$ cat src/sbc_sub_unit.sv
// Compare-and-subtract unit shared by all the dividing, checking and counting steps of the sequencer.
module sbc_sub_unit (
    input  logic [31:0] i_a,
    input  logic [31:0] i_b,
    output logic [31:0] o_diff,
    output logic        o_ge
);

    logic [32:0] w_diff;

    // Subtract with a borrow bit; no borrow means a >= b
    assign w_diff = {1'b0, i_a} - {1'b0, i_b};
    assign o_diff = w_diff[31:0];
    assign o_ge   = ~w_diff[32];

endmodule
$ cat config.mk
export PLATFORM = sky130hd
export DESIGN_NAME = sbc_sub_unit
export DESIGN_NICKNAME = d
export VERILOG_FILES = /design/src/sbc_sub_unit.sv
export SDC_FILE = /design/constraint.sdc
export NUM_CORES = 1
export LEC_CHECK = 0
export BUFFER_PORTS_ARGS = -buffer_cell sky130_fd_sc_hd__buf_4
export CAP_MARGIN = 20
export CORE_ASPECT_RATIO = 1.5
export CORE_MARGIN = 4
export CORE_UTILIZATION = 47
export DETAILED_ROUTE_END_ITERATION = 7
export GPL_ROUTABILITY_DRIVEN = 0
export PLACE_DENSITY = 0.9
export SETUP_SLACK_MARGIN = 0.3
export SLEW_MARGIN = 25
export SYNTH_ARGS = -nofsm -noshare
export SYNTH_HDL_FRONTEND = slang
export SYNTH_SLANG_ARGS = --single-unit
$ cat constraint.sdc
create_clock -name vclk -period 3.1
set_input_delay 0.31 -clock vclk [all_inputs]
set_output_delay 0.31 -clock vclk [all_outputs]
set_load 0.01 [all_outputs]
* Word-level counts from Yosys, hierarchy flattened
Index checks and enable logic that the tools add are counted.
** Storage, ports and cells
- Bits in registers :: 0
- Bits in latches :: 0
- Bits in writable memories :: 0
- ROM bits :: 0
- Output and inout port bits :: 33
- Word-level logic and storage cells :: 2
- Memories kept :: 0
** Operators by class
- $add $sub $neg :: 1
- Multiply operators :: 0
- Div/mod/pow operators :: 0
- Order comparisons :: 0
- Equality and inequality tests :: 0
- Shift-type cells :: 0
- Mux-type cells :: 0
- Bitwise logic cells :: 1
- Reductions and logical operators :: 0
** Operators with widths (count)
- $sub 32x32->33 :: 1
- $not 1->1 :: 1

* Longest topological paths before layout
Gate-level depths: netlist of the first run.
- Depth in word-level cells :: 2
- Gate-level depth with buffers :: 11
- Gate-level depth less buffers :: 11

* Worst setup path after synthesis of the first run
No wires, ideal clock.
- Kind :: input-to-output
- From :: in i_a[0]
- To :: out o_diff[18]
- Data arrival time :: 2337 ps
- Data required time :: 2790 ps
- Setup slack :: 453 ps
- Cell stages on the path :: 11
- Buffers on the path :: 0
- Cell sequence :: inv_1 > ha_1 > fa_1 > nor2b_1 > o31a_1 > o2bb2ai_4 > o21ai_1 > a21oi_1 > or2_1 > a31oi_1 > xor2_1
** Between the ends
- Word-level cells in the longest chain between the ends :: 1
** RTL lines
- from (decl) :: RTL line 3 : input logic [31:0] i_a,
- $sub 32x32->33 :: RTL line 12 : assign w_diff = {1'b0, i_a} - {1'b0, i_b};
- to (decl) :: RTL line 5 : output logic [31:0] o_diff,
No other way between the ends.

* Worst setup path in the final report of the first run
- From :: in i_a[19]
- To :: out o_diff[26]
Same word-level chain as after synthesis.

==> results of run 1 <==
[routing by layer]
| layer | up-vias | part of all wire [%] |
|---|---|---|
| li1 | 1100 | - |
| met1 | 1113 | 32 |
| met2 | 178 | 53 |
| met3 | 64 | 7.9 |
| met4 | 0 | 7.2 |
| met5 | - | 0 |
[through the flow]
stage / setup slack [ps] / util (%)
4_1_cts: 303 / 78.4
2_1_floorplan: 453 / -
6_report: 51.0 / 87.5
5_1_grt: 22.7 / 87.5
3_3_place_gp: 198 / 72.1
3_5_place_dp: 137 / 72.1
[worst paths after layout]
check / start / end / slack [ps] / cells past startpoint
worst min-delay path: i_b[0] / o_diff[0] / 990 / 4
worst max-delay path: i_a[19] / o_diff[26] / 50 / 11
[worst min-delay path: cells and delay by family]
family | cells | cell delay, ps
buf+inv | 3 | 250
fa+ha+maj | 1 | 120
[final cells by class]
| type | instances | share of cell area (%) |
|---|---|---|
| multi-input cells | 199 | 62.7 |
| repair buffers | 120 | 30.1 |
| inverters | 42 | 5.47 |
| well taps | 42 | 1.74 |
[kinds of logic (layout without fill, tap and decap cells)]
family / count (synthesis) / in the layout / share of synthesized area, %
AOI/OAI and AO/OA: 88 / 88 / 36.2
and+or+nand+nor: 50 / 50 / 14.0
adders and majority gates: 33 / 33 / 24.6
buffers and inverters: 45 / 162 / 10.8
xor gates and xnor gates: 28 / 28 / 14.3
[placed cells by master (no fill, tap or decap), drive strengths merged, types with 2 or more instances in the layout]
cell and count:
a211oi 2, a21o 12, a21oi 31, a31o 2, a31oi 4, and3 2, buf 120, ha 32
inv 42, nand2 15, nand2b 2, nand3 4, nand4 3, nor2 13, nor2b 2, nor3 3
o21a 8, o21ai 12, o31ai 3, or2 2, xnor2 15, xor2 13
[synth_stat cells, types with 2 or more instances]
library cell and number:
a21oi_2 3, and3_1 2, buf_6 2, nand2_1 15, a31oi_1 4, ha_1 32
nor2b_1 2, nor3_1 3, a21oi_1 28, a21o_1 12, xnor2_1 15, xor2_1 13
o31ai_1 2, nand2b_1 2, o21a_1 8, o21ai_0 6, nor2_1 12, o21ai_1 6
nand3_1 4, a211oi_1 2, nand4_1 3, inv_1 42
[power breakdown]
group	internal [W]	switching, W	total [W]
Clock	0	0	0
Sequential	0	0	0
Combinational	0.000413	0.000391	0.000804
[timing repair]
action | 4_1_cts | 5_1_grt
pin swaps | 18 | 30
resized for setup | 26 | 42
setup endpoints to repair | 10 | 13
buffers inserted | 10 | 10
==> summary.md, run 1 <==
| Metric | Value |
|---|---|
| Iteration count of the initial detailed-routing pass | `4` |
| Final hold violation count | `0` |
| PnR Total Power | `0.000804 W` |
| Largest area contributor in the netlist | `ha_1` |
| Slew Viols, Final | `0` |
| Seq Cell Count | `0` |
| CTS Hold Bufs | `0` |
| Met2 global-route usage | `49.3%` |
| Count of final setup violators | `0` |
| Fmax | `328 MHz` |
| Footprint of the multi-input gates | `1890 um^2` |
| Via count | `2455` |
| Count of input and output buffers | `97` |
| GR Util met1 | `22.8%` |
| Area growth from synthesis to layout | `76.4%` |
| DRC viols | `0` |
| VDD IR max | `0.000218 V` |
| CP endpoint kind | `output port` |
| Placed cells | `between 300 and 400` |
| DIE WIDTH | `57.3 um` |
| CP arrival | `around 2700 ps` |
| Seq/Total Area, Yosys | `0%` |
| Fill count | `172` |
| Synth Warn # | `0` |
| Startpoint type of the worst setup path | `primary input` |
| Top cells by area, synth | `ha_1 23%, inv_1 9.2%, a21oi_1 8.2%, xnor2_1 7.7%, xor2_1 6.7%` |
| Syn Inst Count | `244` |
| RSZ-0062 raised after global routing | `yes` |
| Via-per-instance ratio | `6.09` |
| WHS | `988 ps` |
| Cell Count, Final, Fillers Out | `403` |
| Die H | `81.9 um` |
| WL/cell | `19.5 um` |
| Fin area | `3020 um^2` |
| Initial core utilization | `between 40% and 50%` |
| Initial antenna violation count | `0` |
| Status | `finished clean` |
| Number of routed nets with antenna violations | `0` |
| Most used cell along the critical path | `buf_4` |
| Slowest CP cell | `a311oi_2` |
| Post-Syn Area per Cell | `7.01 um^2` |
| Tmin final | `roughly 3000 ps` |
| Fin crit share | `98.4%` |
| Layout clock buffer count | `0` |
| Layout cells sized above 1 | `48.5%` |
| Core Area | `3450 um^2` |
| Die area | `4690 um^2` |
| DRT Wirelength | `7850 um` |
| Antenna Cells | `0` |
| Num ports | `97` |
| Static Leak | `around 1.5 nW` |
| Area after DPL | `2490 um^2` |
| Vias in the first global route | `2124` |
| Slew headroom | `a little under three quarters` |
| Final nets | `460` |
| Largest net degree at the start of global routing | `8` |
| Slew of the pin with the lowest slew margin | `about 420 ps` |
| Met3 Usage GRT | `3.14%` |
| Critical path's largest stage delay | `360 ps` |
| Syn Std Cell Area | `around 1700 um^2` |
| Max cap viols | `0` |
| P per Cell Area | `266 nW/um^2` |
| Area share of the largest cell type after synthesis | `23.4%` |
| Global route overflow | `0` |
| Critical Path, Cell by Cell | `buf_4 > ha_1 > a21oi_1 > nand3_1 > a311oi_2 > o22ai_4 > a31o_1 > a221o_1 > a21oi_2 > xnor2_1 > buf_4` |
| Register area | `0 um^2` |
| CP bufs+invs | `2` |
| Cell variety after synth | `48` |
| Tightest Hold Check Type | `primary input to output port` |
| Num rows | `26` |
| Global-route wire length before repair | `9180 um` |
| Busiest grt layer | `met2` |
| Combined global-route utilization of all metal layers | `23.6%` |
| Worst EP required | `around 2800 ps` |
| Syn_nets | `341` |
| Crit-path max FO | `3` |
| WS Path Type | `primary input to output port` |
| Top delay family on crit path | `compound AO/OA/AOI/OAI gates` |
| Post-DP HPWL | `4400 um` |
| Setup TNS | `0 ps` |
| Initial DRC Count | `173` |
Power figures use the tool's default switching activity.
==> inputs of run 2 (changes only) <==
--- a/config.mk
+++ b/config.mk
@@ -13,7 +13,6 @@
 export DETAILED_ROUTE_END_ITERATION = 7
 export GPL_ROUTABILITY_DRIVEN = 0
 export PLACE_DENSITY = 0.9
-export SETUP_SLACK_MARGIN = 0.3
 export SLEW_MARGIN = 25
 export SYNTH_ARGS = -nofsm -noshare
 export SYNTH_HDL_FRONTEND = slang
==> summary.md, run 2 (synthesized netlist as in run 1, its figures left out) <==
| Metric | Value |
|---|---|
| DRC viols | `0` |
| Area growth from synthesis to layout | `46.0%` |
| Via-per-instance ratio | `5.37` |
| Die H | `81.9 um` |
| Crit-path max FO | `6` |
| DIE WIDTH | `around 57 um` |
| Global-route wire length before repair | `7910 um` |
| WS Path Type | `primary input to output port` |
| Static Leak | `1.41 nW` |
| Max cap viols | `0` |
| Count of input and output buffers | `97` |
| Seq Cell Count | `0` |
| Initial DRC Count | `43` |
| Global route overflow | `0` |
| Status | `finished clean` |
| Vias in the first global route | `1967` |
| Register area | `0 um^2` |
| Layout cells sized above 1 | `between 30% and 40%` |
| Initial antenna violation count | `0` |
| Core Area | `3450 um^2` |
| Most frequent cells in the layout | `101 x buf_4, 42 x inv_1, 32 x ha_1` |
| Die area | `4690 um^2` |
| Count of final setup violators | `0` |
| Slew headroom | `77.3%` |
| Fmax | `341 MHz` |
| Tmin final | `2930 ps` |
| Slew of the pin with the lowest slew margin | `337 ps` |
| Fin area | `roughly 2500 um^2` |
| Number of routed nets with antenna violations | `0` |
| RSZ-0062 raised after global routing | `no` |
| Slew Viols, Final | `0` |
| Iteration count of the initial detailed-routing pass | `4` |
| Hold endpoint | `o_diff[0]` |
| Final hold violation count | `0` |
| Fin crit share | `94.5%` |
| Post-DP HPWL | `approximately 4400 um` |
| Most common cell after layout, fill and taps aside | `buf_4` |
| CP arrival | `2620 ps` |
| WL/cell | `around 13 um` |
| Largest net degree at the start of global routing | `8` |
| Worst EP required | `2790 ps` |
| Final nets | `441` |
| Startpoint type of the worst setup path | `primary input` |
| VDD IR max | `around 0.00020 V` |
| CP endpoint kind | `output port` |
| Via count | `between 2000 and 2500` |
| Hold_sp | `i_b[0]` |
| P per Cell Area | `252 nW/um^2` |
| Num ports | `just under 100` |
| Area after DPL | `2490 um^2` |
| Antenna Cells | `0` |
| Combined global-route utilization of all metal layers | `19.8%` |
| DRT Wirelength | `between 4000 and 5000 um` |
| Initial core utilization | `49.6%` |
| Setup TNS | `0 ps` |
| Num rows | `26` |
| Layout clock buffer count | `0` |
| Worst setup startpoint | `i_a[11]` |
| Tightest Hold Check Type | `primary input to output port` |
| Worst hold path depth | `4` |
run 2: where the power goes:
group | switching [W] | internal, W
logic | 0.000305 | 0.000325
clock network | 0 | 0
registers | 0 | 0
run 2: worst max path at each step:
stage | end | depth (start not counted)
after CTS | o_diff[18] | 13
after detailed placement | o_diff[18] | 13
after floorplan | o_diff[18] | 11
after global placement | o_diff[25] | 11
final | o_diff[30] | 10
after global routing | o_diff[25] | 12
run 2: layout make-up:
type	instances	area (um^2)
repair buffers	101	758
multi-input cells	199	1530
inverters	42	158
fillers	306	951
well taps	42	52.6
run 2: routing by layer:
layer / share of wire (%) / routed length, um / vias up / GRT usage [%]
met4: 2.0 / 98 / 0 / 4.64
met3: 7.5 / 372 / 10 / 2.99
met1: 36 / 1780 / 920 / 20.1
met5: 0 / 0 / - / 0
li1: - / - / 1059 / -
met2: 55 / 2700 / 73 / 41.0
run 2: through the flow:
| step | hold WS [ps] | setup slack, ps | total power, W | util (%) | instances |
|---|---|---|---|---|---|
| 2_1_floorplan | 768 | 453 | 0.000365 | - | 244 |
| 3_3_place_gp | 963 | 198 | 0.000615 | 72.1 | 383 |
| 3_5_place_dp | 982 | 137 | 0.000626 | 72.1 | 383 |
| 4_1_cts | 982 | 128 | 0.000629 | 72.1 | 383 |
| 5_1_grt | 1020 | 21.2 | 0.000688 | 72.4 | 384 |
| 6_report | 977 | 169 | 0.000631 | 72.4 | 384 |
run 2: worst max-delay path: stages:
cell     delay, ps
buf_4          120
ha_1           390
nand4_1        190
or4_1          580
o22ai_2        200
a31oi_1        170
o21ai_1        210
a31oi_1        150
xnor2_1        170
buf_4          140
run 2: timing repair:
action / in CTS / in global routing
gates resized for setup: 0 / 1
setup buffers: 0 / 1
hold endpoints to repair: 0 / 0
endpoints found under the setup margin: 0 / 1
hold buffers: 0 / 0
==> inputs of run 3 (changes only) <==
--- a/config.mk
+++ b/config.mk
@@ -8,7 +8,6 @@
 export BUFFER_PORTS_ARGS = -buffer_cell sky130_fd_sc_hd__buf_4
 export CAP_MARGIN = 20
 export CORE_ASPECT_RATIO = 1.5
-export CORE_MARGIN = 4
 export CORE_UTILIZATION = 47
 export DETAILED_ROUTE_END_ITERATION = 7
 export GPL_ROUTABILITY_DRIVEN = 0
==> summary.md, run 3 (synthesized netlist as in run 1, its figures left out) <==
| Metric | Value |
|---|---|
| VDD IR max | `0.000167 V` |
| Slew headroom | `about 76%` |
| Global-route wire length before repair | `7170 um` |
| Final nets | `438` |
| Setup TNS | `0 ps` |
| DIE WIDTH | `51.3 um` |
| Num rows | `26` |
| Vias in the first global route | `about 1800` |
| Slew Viols, Final | `0` |
| Count of final setup violators | `0` |
| P per Cell Area | `251 nW/um^2` |
| Crit-path max FO | `3` |
| Setup ws final | `128 ps` |
| Fill count | `310` |
| Buffer count from post-CTS setup fixing | `0` |
| Via-per-instance ratio | `5.32` |
| Fin crit share | `95.9%` |
| Num ports | `97` |
| Most common cell after layout, fill and taps aside | `buf_4` |
| Area growth from synthesis to layout | `45.1%` |
| CP bufs+invs | `2` |
| Tightest Hold Check Type | `primary input to output port` |
| RSZ-0062 raised after global routing | `no` |
| Seq Cell Count | `0` |
| Initial core utilization | `49.6%` |
| Worst EP required | `~2800 ps` |
| WL/cell | `roughly 12 um` |
| Via count | `a little over 2000` |
| Top delay family on crit path | `compound AO/OA/AOI/OAI gates` |
| Footprint of the multi-input gates | `1540 um^2` |
| Number of routed nets with antenna violations | `0` |
| CP arrival | `2660 ps` |
| Critical Path, Cell by Cell | `buf_4 > ha_1 > nor2b_1 > o31ai_2 > a21oi_1 > o21a_1 > o41a_1 > a41oi_1 > o31ai_1 > xor2_1 > buf_4` |
| Count of input and output buffers | `97` |
| Register area | `0 um^2` |
| Final design utilization | `72.0%` |
| Core Area | `~3400 um^2` |
| Static Leak | `roughly 1.4 nW` |
| Place WS | `151 ps` |
| Startpoint type of the worst setup path | `primary input` |
| Slew of the pin with the lowest slew margin | `362 ps` |
| Post-DP HPWL | `around 4100 um` |
| Layout clock buffer count | `0` |
| Final hold violation count | `0` |
| Initial DRC Count | `34` |
| Layout cells sized above 1 | `roughly a third` |
| Critical path's largest stage delay | `360 ps` |
| DRC viols | `0` |
| Most used cell along the critical path | `buf_4` |
| Global route overflow | `0` |
| DRT Wirelength | `4570 um` |
| Largest net degree at the start of global routing | `8` |
| Max cap viols | `0` |
| Tmin final | `2970 ps` |
| Die H | `75.9 um` |
| Antenna Cells | `0` |
| Slowest CP cell | `o41a_1` |
| Iteration count of the initial detailed-routing pass | `4` |
| Combined global-route utilization of all metal layers | `22.7%` |
| CP endpoint kind | `output port` |
| Fmax | `336 MHz` |
| Die area | `slightly below 4000 um^2` |
| Initial antenna violation count | `0` |
| Most frequent cells in the layout | `98 x buf_4, 42 x inv_1, 29 x ha_1` |
| Status | `finished clean` |
| WS Path Type | `primary input to output port` |
run 3: cell count changes in the layout (fill, tap and decap cells not counted), sizes merged:
cell	delta
buf	-3
run 3: area by class of cell:
class,count,area share (%)
Multi-Input combinational cell,199,61.9
Inverter,42,6.35
Timing Repair Buffer,98,29.6
Tap cell,42,2.12
run 3: worst paths after layout:
path,end,cells past startpoint,slack [ps],from
hold / removal,o_diff[0],4,980,i_b[0]
setup / recovery,o_diff[25],11,130,i_a[1]
run 3: stage by stage:
stage	hold slack (ps)	instances	total power [W]	cell area, um^2
final	980	381	0.000624	2480
after global routing	991	381	0.000682	2480
after CTS	985	381	0.000623	2470
after detailed placement	985	381	0.000621	2470
after global placement	973	381	0.000608	2470
after floorplan	768	244	0.000365	1710
run 3: repair_timing:
action,4_1_cts,5_1_grt
hold endpoints to repair,0,0
hold buffers,0,0
endpoints found under the setup margin,0,2
gates resized for setup,0,5
run 3: report_power, final:
part | total [W] | internal [W] | switching, W
registers | 0 | 0 | 0
clock network | 0 | 0 | 0
logic | 0.000624 | 0.000323 | 0.000301
run 3: per-layer routing:
| metal | global-route usage, % | wire [um] |
|---|---|---|
| met1 | 25.1 | 1830 |
| met5 | 0 | 0 |
| met3 | 1.20 | 169 |
| met2 | 46.8 | 2500 |
| met4 | 4.50 | 65 |
